`config.mk`:
```
export PLATFORM = sky130hd
export DESIGN_NAME = pending_signal_aggregator_flat
export DESIGN_NICKNAME = d
export VERILOG_FILES = /design/src/psa_pkg.sv /design/src/psa_item_if.sv /design/src/psa_result_if.sv /design/src/pending_signal_aggregator.sv /design/src/psa_cell.sv /design/src/flat_wrapper.sv
export SDC_FILE = /design/constraint.sdc
export NUM_CORES = 1
export LEC_CHECK = 0
export ABC_AREA = 1
export BUFFER_PORTS_ARGS = -buffer_cell sky130_fd_sc_hd__clkbuf_2
export CORE_MARGIN = 8
export CORE_UTILIZATION = 30
export DETAILED_ROUTE_END_ITERATION = 16
export PLACE_DENSITY = 0.54
export SKIP_CTS_REPAIR_TIMING = 1
export SLEW_MARGIN = 20
export SYNTH_ARGS = -nofsm -noshare
export SYNTH_HDL_FRONTEND = slang
export SYNTH_SLANG_ARGS = --single-unit
```
`constraint.sdc`:
```
create_clock -name clk -period 6.35 [get_ports clk]
set_clock_uncertainty 0.1 [all_clocks]
set_input_delay 0.635 -clock clk [delete_from_list [all_inputs] [get_ports clk]]
set_output_delay 0.635 -clock clk [all_outputs]
set_load 0.01 [all_outputs]
```
`src/psa_pkg.sv`:
```
// ----------------------------------------------------------------------------
// psa_pkg
// Shared constants, types and codes for the pending signal aggregator.
// ----------------------------------------------------------------------------
package psa_pkg;

    localparam int SLOT_COUNT   = 16;
    localparam int SIGNAL_COUNT = 16;
    localparam int SLOT_W       = (SLOT_COUNT > 1) ? $clog2(SLOT_COUNT) : 1;
    localparam int MASK_W       = SIGNAL_COUNT;
    localparam int COUNT_W      = 5;

    typedef enum logic
    {
        MODE_RAISE = 1'b0,
        MODE_POLL  = 1'b1
    } mode_t;

    typedef enum logic
    {
        ST_IDLE,
        ST_SEARCH
    } state_t;

    typedef struct packed
    {
        logic              raise;
        logic              search;
        logic [SLOT_W-1:0] target;
        logic [MASK_W-1:0] set_bits;
    } cell_ctrl_t;

    typedef struct packed
    {
        logic              claim;
        logic [SLOT_W-1:0] slot;
        logic [MASK_W-1:0] map;
    } chain_t;

endpackage

```
`src/psa_item_if.sv`:
```
// ----------------------------------------------------------------------------
// psa_item_if
// Input channel: one raise or poll transaction with valid/ready handshake.
// ----------------------------------------------------------------------------
interface psa_item_if;

    logic       valid;
    logic       ready;
    logic       mode;
    logic [3:0] target_slot;
    logic [4:0] signal_number;
    logic       manager_waiting;

    modport source
    (
        output valid,
        input  ready,
        output mode,
        output target_slot,
        output signal_number,
        output manager_waiting
    );

    modport sink
    (
        input  valid,
        output ready,
        input  mode,
        input  target_slot,
        input  signal_number,
        input  manager_waiting
    );

endinterface

```
`src/psa_result_if.sv`:
```
// ----------------------------------------------------------------------------
// psa_result_if
// Output channel: one notification result transaction per input transaction.
// ----------------------------------------------------------------------------
interface psa_result_if;

    logic        valid;
    logic        ready;
    logic        notify_valid;
    logic [3:0]  notified_slot;
    logic [15:0] signal_map;
    logic [4:0]  pending_slots;

    modport source
    (
        output valid,
        input  ready,
        output notify_valid,
        output notified_slot,
        output signal_map,
        output pending_slots
    );

    modport sink
    (
        input  valid,
        output ready,
        input  notify_valid,
        input  notified_slot,
        input  signal_map,
        input  pending_slots
    );

endinterface

```
`src/pending_signal_aggregator.sv`:
```
// ----------------------------------------------------------------------------
// pending_signal_aggregator
// Keeps a pending-signal mask per process slot in a row of cells and reports
// the lowest slot with pending signals to a waiting manager.
// ----------------------------------------------------------------------------
// Channel   Modport  Transaction
// item      sink     mode, target_slot, signal_number, manager_waiting
// result    source   notify_valid, notified_slot, signal_map, pending_slots
//
// Each transaction is taken in ST_IDLE, where the raise is written into the
// cells at the accepting edge; the search along the cell chain runs in ST_SEARCH.
// The search waits while the output register still holds an untaken result.
// Reset clears all masks, the count and the output valid flag at once.
// ----------------------------------------------------------------------------
module pending_signal_aggregator
(
    input  logic         clk,
    input  logic         rst_n,
    psa_item_if.sink     item,
    psa_result_if.source result
);

    psa_pkg::state_t              state_reg;
    psa_pkg::state_t              state_next;
    logic                         waiting_reg;
    logic                         inc_reg;
    logic [psa_pkg::COUNT_W-1:0]  count_reg;
    logic [psa_pkg::COUNT_W-1:0]  count_next;
    logic                         out_valid_reg;
    logic                         notify_valid_reg;
    logic [3:0]                   notified_slot_reg;
    logic [15:0]                  signal_map_reg;
    logic [4:0]                   pending_slots_reg;

    logic                         accept;
    logic                         out_free;
    logic                         step;
    logic                         slot_ok;
    logic                         signal_ok;
    logic                         found;
    logic [psa_pkg::SLOT_COUNT-1:0] newly_vec;
    psa_pkg::cell_ctrl_t          ctrl;
    psa_pkg::chain_t              chain [psa_pkg::SLOT_COUNT+1];

    assign item.ready = (state_reg == psa_pkg::ST_IDLE);
    assign accept     = item.valid && item.ready;
    assign out_free   = !out_valid_reg || result.ready;
    assign step       = (state_reg == psa_pkg::ST_SEARCH) && out_free;

    assign slot_ok   = 32'(item.target_slot) < psa_pkg::SLOT_COUNT;
    assign signal_ok = (item.signal_number != 5'd0)
                    && (32'(item.signal_number) <= psa_pkg::SIGNAL_COUNT);

    always_comb
    begin
        ctrl.raise    = accept && (item.mode == psa_pkg::MODE_RAISE) && slot_ok && signal_ok;
        ctrl.search   = step && waiting_reg;
        ctrl.target   = psa_pkg::SLOT_W'(item.target_slot);
        ctrl.set_bits = psa_pkg::MASK_W'(1) << (item.signal_number - 5'd1);
    end

    assign chain[0] = '0;

    for (genvar i = 0; i < psa_pkg::SLOT_COUNT; i++)
    begin : g_cell
        psa_cell u_cell
        (
            .clk       (clk),
            .rst_n     (rst_n),
            .slot_id   (psa_pkg::SLOT_W'(i)),
            .ctrl      (ctrl),
            .chain_in  (chain[i]),
            .chain_out (chain[i+1]),
            .newly_set (newly_vec[i])
        );
    end

    assign found      = waiting_reg && chain[psa_pkg::SLOT_COUNT].claim;
    assign count_next = count_reg + psa_pkg::COUNT_W'(inc_reg) - psa_pkg::COUNT_W'(found);

    always_comb
    begin
        state_next = state_reg;
        unique case (state_reg)
            psa_pkg::ST_IDLE:
            begin
                if (accept)
                begin
                    state_next = psa_pkg::ST_SEARCH;
                end
            end
            psa_pkg::ST_SEARCH:
            begin
                if (step)
                begin
                    state_next = psa_pkg::ST_IDLE;
                end
            end
            default:
            begin
                state_next = psa_pkg::ST_IDLE;
            end
        endcase
    end

    always_ff @(posedge clk or negedge rst_n)
    begin
        if (!rst_n)
        begin
            state_reg     <= psa_pkg::ST_IDLE;
            count_reg     <= '0;
            out_valid_reg <= 1'b0;
            waiting_reg   <= 1'b0;
            inc_reg       <= 1'b0;
        end
        else
        begin
            state_reg <= state_next;
            if (accept)
            begin
                waiting_reg <= item.manager_waiting;
                inc_reg     <= |newly_vec;
            end
            if (step)
            begin
                count_reg     <= count_next;
                out_valid_reg <= 1'b1;
            end
            else if (result.ready)
            begin
                out_valid_reg <= 1'b0;
            end
        end
    end

    always_ff @(posedge clk)
    begin
        if (step)
        begin
            notify_valid_reg  <= found;
            notified_slot_reg <= found ? 4'(chain[psa_pkg::SLOT_COUNT].slot) : 4'd0;
            signal_map_reg    <= found ? 16'(chain[psa_pkg::SLOT_COUNT].map) : 16'd0;
            pending_slots_reg <= count_next;
        end
    end

    assign result.valid         = out_valid_reg;
    assign result.notify_valid  = notify_valid_reg;
    assign result.notified_slot = notified_slot_reg;
    assign result.signal_map    = signal_map_reg;
    assign result.pending_slots = pending_slots_reg;

`ifndef SYNTHESIS
    a_accept_to_search: assert property (@(posedge clk) disable iff (!rst_n)
        accept |=> (state_reg == psa_pkg::ST_SEARCH))
        else $error("Accepted transaction did not start a search.");

    a_found_map_nonzero: assert property (@(posedge clk) disable iff (!rst_n)
        (step && found) |-> (chain[psa_pkg::SLOT_COUNT].map != '0))
        else $error("Reported slot has an empty mask.");

    a_count_bound: assert property (@(posedge clk) disable iff (!rst_n)
        32'(count_reg) <= psa_pkg::SLOT_COUNT)
        else $error("Pending slot count exceeds the slot count.");

    a_step_loads_output: assert property (@(posedge clk) disable iff (!rst_n)
        step |=> (out_valid_reg && (state_reg == psa_pkg::ST_IDLE)))
        else $error("Search step did not load the output register.");
`endif

endmodule

```
`src/psa_cell.sv`:
```
// ----------------------------------------------------------------------------
// psa_cell
// One slot of the aggregator: holds the slot's pending mask, applies raises
// and takes part in the lowest-nonzero-slot search along the chain.
// ----------------------------------------------------------------------------
module psa_cell
(
    input  logic                      clk,
    input  logic                      rst_n,
    input  logic [psa_pkg::SLOT_W-1:0] slot_id,
    input  psa_pkg::cell_ctrl_t       ctrl,
    input  psa_pkg::chain_t           chain_in,
    output psa_pkg::chain_t           chain_out,
    output logic                      newly_set
);

    logic [psa_pkg::MASK_W-1:0] mask_reg;
    logic [psa_pkg::MASK_W-1:0] mask_next;
    logic                       nonzero;
    logic                       raise_hit;
    logic                       first;

    assign nonzero   = |mask_reg;
    assign raise_hit = ctrl.raise && (ctrl.target == slot_id);
    assign first     = nonzero && !chain_in.claim;
    assign newly_set = raise_hit && !nonzero;

    always_comb
    begin
        chain_out.claim = chain_in.claim || nonzero;
        chain_out.slot  = first ? slot_id : chain_in.slot;
        chain_out.map   = first ? mask_reg : chain_in.map;
    end

    always_comb
    begin
        mask_next = mask_reg;
        if (ctrl.search && first)
        begin
            mask_next = '0;
        end
        else if (raise_hit)
        begin
            mask_next = mask_reg | ctrl.set_bits;
        end
    end

    always_ff @(posedge clk or negedge rst_n)
    begin
        if (!rst_n)
        begin
            mask_reg <= '0;
        end
        else
        begin
            mask_reg <= mask_next;
        end
    end

endmodule
```
`src/flat_wrapper.sv`:
```
// flat-port wrapper written by rule: the top's interface ports become plain ports
module pending_signal_aggregator_flat 
  (clk, rst_n, item_valid, item_ready, item_mode, item_target_slot, item_signal_number, item_manager_waiting, result_valid, result_ready, result_notify_valid, result_notified_slot, result_signal_map, result_pending_slots);
  psa_item_if item_i ();
  psa_result_if result_i ();
  input  logic clk;
  input  logic rst_n;
  input wire logic [$bits(item_i.valid)-1:0] item_valid;
  output wire logic [$bits(item_i.ready)-1:0] item_ready;
  input wire logic [$bits(item_i.mode)-1:0] item_mode;
  input wire logic [$bits(item_i.target_slot)-1:0] item_target_slot;
  input wire logic [$bits(item_i.signal_number)-1:0] item_signal_number;
  input wire logic [$bits(item_i.manager_waiting)-1:0] item_manager_waiting;
  output wire logic [$bits(result_i.valid)-1:0] result_valid;
  input wire logic [$bits(result_i.ready)-1:0] result_ready;
  output wire logic [$bits(result_i.notify_valid)-1:0] result_notify_valid;
  output wire logic [$bits(result_i.notified_slot)-1:0] result_notified_slot;
  output wire logic [$bits(result_i.signal_map)-1:0] result_signal_map;
  output wire logic [$bits(result_i.pending_slots)-1:0] result_pending_slots;
  assign item_i.valid = item_valid;
  assign item_ready = item_i.ready;
  assign item_i.mode = item_mode;
  assign item_i.target_slot = item_target_slot;
  assign item_i.signal_number = item_signal_number;
  assign item_i.manager_waiting = item_manager_waiting;
  assign result_valid = result_i.valid;
  assign result_i.ready = result_ready;
  assign result_notify_valid = result_i.notify_valid;
  assign result_notified_slot = result_i.notified_slot;
  assign result_signal_map = result_i.signal_map;
  assign result_pending_slots = result_i.pending_slots;
  pending_signal_aggregator u_core (.clk(clk), .rst_n(rst_n), .item(item_i), .result(result_i));
endmodule
```
==> results.py <==
metrics = {
    "critical_path": {
        "critPathCaptureType": "flop",
        "path_class": "flop to flop",
        "cp_max_fo": 21,
        "timing.rr.start": "u_core.g_cell[0].u_cell.mask_reg[9]",
        "reg2reg_to": "u_core.count_reg[4]",
        "cp-start-kind": "flop",
        "r2r_cells": 23,
        "critical_path_arrival_ns": 5.08,
        "r2r_setup_slack_ns": 1.64,
        "worstPathRequired_ns": 6.71,
    },
    "floorplanning": {
        "die_y_um": 238.6,
        "rows": 81,
        "die_area_um2": 56910,
        "core_area_um2": 48950,
        "ios": 43,
        "start_util_pct": 30.36,
        "die_w_um": 238.6,
    },
    "global_routing": {
        "grt_pass1_vias": 12870,
        "grt_pass1_wl_um": 79470,
        "grt_use_total_pct": 18.16,
        "grt_max_degree": 140,
        "antenna_found_initial": 0,
        "grt-ovfl-total": 0,
    },
    "yosys": {
        "ys_seq_area_share_pct": 49.88,
        "synth_top_family_by_area": "simple AND/OR/NAND/NOR gates",
        "synthXorXnorAreaFrac_pct": 0.2357,
        "synth-simple-area-share_pct": 27.19,
        "synth_area_leaders": "dfrtp_1 (45%), nand2_1 (10%), inv_1 (9.6%), nor2_1 (7.7%), edfxtp_1 (5.3%)",
        "ys_warn_count": 0,
        "synthFlopType": "dfrtp_1",
        "syn_area_per_cell_um2": 7.509,
        "ys_types": 40,
        "synth_commonest_cells": "nand2_1 (403), inv_1 (381), nor2_1 (305), dfrtp_1 (265), o21ai_0 (144)",
        "ys_ff_latch": 291,
        "yosysTopAreaCell": "dfrtp_1",
        "yosysTopAreaCellShare_pct": 44.62,
        "synthMuxAreaShare_pct": 0,
        "synthAdderAreaFrac_pct": 0.5557,
        "syn_inst": 1979,
        "netlist_area_um2": 14860,
        "synth_edf_count": 26,
        "synth_compound_area_share_pct": 10.31,
        "async_reset_ff_share_pct": 91.07,
        "syn-num-nets": 2000,
        "synth.most_common_cell": "nand2_1",
    },
    "detailed_routing": {
        "post_drt_via_cell_ratio": 4.969,
        "wl_per_cell_um": 19.29,
        "drt_iter0_markers": 1398,
        "vias": 13430,
        "ant_nets": 0,
        "drtPass1Iterations": 7,
        "post-route-drc-count": 0,
        "wirelength_um": 52150,
    },
    "placed_design": {
        "dp_hpwl_um": 37880,
        "globalplace.congestion": 0.9543,
        "dpl_worst_slack_ns": 1.679,
        "port_buffers": 42,
        "placed_area_um2": 15750,
    },
    "final_layout": {
        "finalInstanceArea_um2": 16910,
        "drive_gt1_share_pct": 7.308,
        "largest_reg_flops": 256,
        "area_delta_synth_final_pct": 13.79,
        "fillers": 5153,
        "final_nets": 2036,
        "diodes": 0,
    },
    "timing": {
        "relSlewSlack_pct": 23.10,
        "min_period_ns": 4.714,
        "drv_slew": 0,
        "setup_tns_ns": 0,
        "period_share_pct": 74.24,
        "tightest_slew_ns": 1.147,
        "setup_ws_ns": 1.636,
        "setup_viol": 0,
        "rsz0062_at_grt": "no",
        "hold_viol_final": 0,
        "max_freq_mhz": 212.1,
    },
    "clocking": {
        "ctsHtreeMaxLevel": 2,
        "clock_sink_count": 291,
        "clk_latency_ns": 0.54,
        "cts_max_path_buffers": 3,
        "cts.clk_slew.worst_paths_ns": 0.06,
        "cts_root_buffer": "clkbuf_16",
        "cts_tree": "yes",
        "cts-buffers-inserted": 34,
    },
    "power_and_ir_drop": {
        "p_leak_nw": 8.843,
        "power.density_nw_per_um2": 304.4,
        "vdd_drop_max_mv": 0.1750,
    },
    "run_status": {
        "status": "finished clean",
    },
    "worst_hold_path": {
        "min_path_type": "input port to asynchronous set/reset pin",
    },
    "flow_run": {
        "maxCapViolations": 0,
    },
}
cells in the final DEF (no fill, tap or decap), types with 13 or more instances in the layout:
cell and instances:
nand2_1 403, inv_1 380, nor2_1 301, dfrtp_1 265, o21ai_0 144, a21oi_1 139
nand3_1 103, nand4_1 49, clkbuf_2 41, clkbuf_16 36, edfxtp_1 26, nor4_1 25
nor2_2 13
area by class of cell:
| type | count | area [µm²] | area share (%) |
|---|---|---|---|
| tap | 664 | 830.8 | 4.913 |
| clock inverter | 11 | 155.1 | 0.9175 |
| multi-input combinational | 1240 | 5705 | 33.74 |
| sequential | 291 | 7412 | 43.83 |
| inverter | 393 | 1476 | 8.731 |
| clock buffer | 49 | 999.7 | 5.912 |
| timing repair buffer | 55 | 330.3 | 1.953 |
routing by layer:
layer | wire length [µm] | GRT usage (%)
met1 | 23610 | 25.93
met2 | 23280 | 27.96
met3 | 3656 | 2.639
met4 | 1603 | 6.048
met5 | 0 | 0
cells by family after synthesis:
group | count (synthesis)
compound gates | 298
xor+xnor | 4
fa+ha+maj | 6
buf+inv | 448
flops | 291
simple gates | 932
stage by stage:
stage	power [mW]	utilization, %	instances	hold slack, ns
floorplan	2.686	-	1979	0.2394
global placement	3.142	32.15	2643	0.3839
detailed placement	3.144	32.17	2643	0.3871
CTS	5.175	34.52	2703	0.1565
global route	5.362	34.54	2703	0.1924
finish	5.147	34.54	2703	0.1208
worst max path at each step:
stage          slack (ns)                                  from                   to  cells after the start
6_report             1.64   u_core.g_cell[0].u_cell.mask_reg[9]  u_core.count_reg[4]                     23
5_1_grt              1.24  u_core.g_cell[0].u_cell.mask_reg[11]  u_core.count_reg[4]                     23
4_1_cts              1.66   u_core.g_cell[0].u_cell.mask_reg[9]  u_core.count_reg[4]                     23
3_5_place_dp         1.68   u_core.g_cell[0].u_cell.mask_reg[9]  u_core.count_reg[4]                     23
3_3_place_gp         1.75   u_core.g_cell[1].u_cell.mask_reg[9]  u_core.count_reg[4]                     23
2_1_floorplan        2.67   u_core.g_cell[1].u_cell.mask_reg[9]  u_core.count_reg[4]                     24
power breakdown:
| group | total (mW) | switching, mW | internal (mW) |
|---|---|---|---|
| Clock | 2.03 | 0.806 | 1.22 |
| Combinational | 1.03 | 0.749 | 0.286 |
| Sequential | 2.08 | 0.0575 | 2.03 |
worst max-delay path: stages (launching register included):
cell,delay (ns)
dfrtp_1,0.37
nor2_1,0.11
nand2_1,0.07
nor2_1,0.17
nand2_1,0.14
nor2_4,0.30
nand4_2,0.20
nor2_4,0.20
nand4_4,0.12
nor2_4,0.20
nand4_4,0.13
nor2_4,0.43
nand3b_1,0.17
nand2_2,0.19
inv_2,0.15
ha_1,0.31
inv_1,0.06
ha_1,0.15
inv_1,0.06
fa_1,0.41
o21ai_0,0.23
xor2_1,0.20
nand2_1,0.08
nand2_1,0.08
Note: power is estimated with default switching activity, not from simulation.
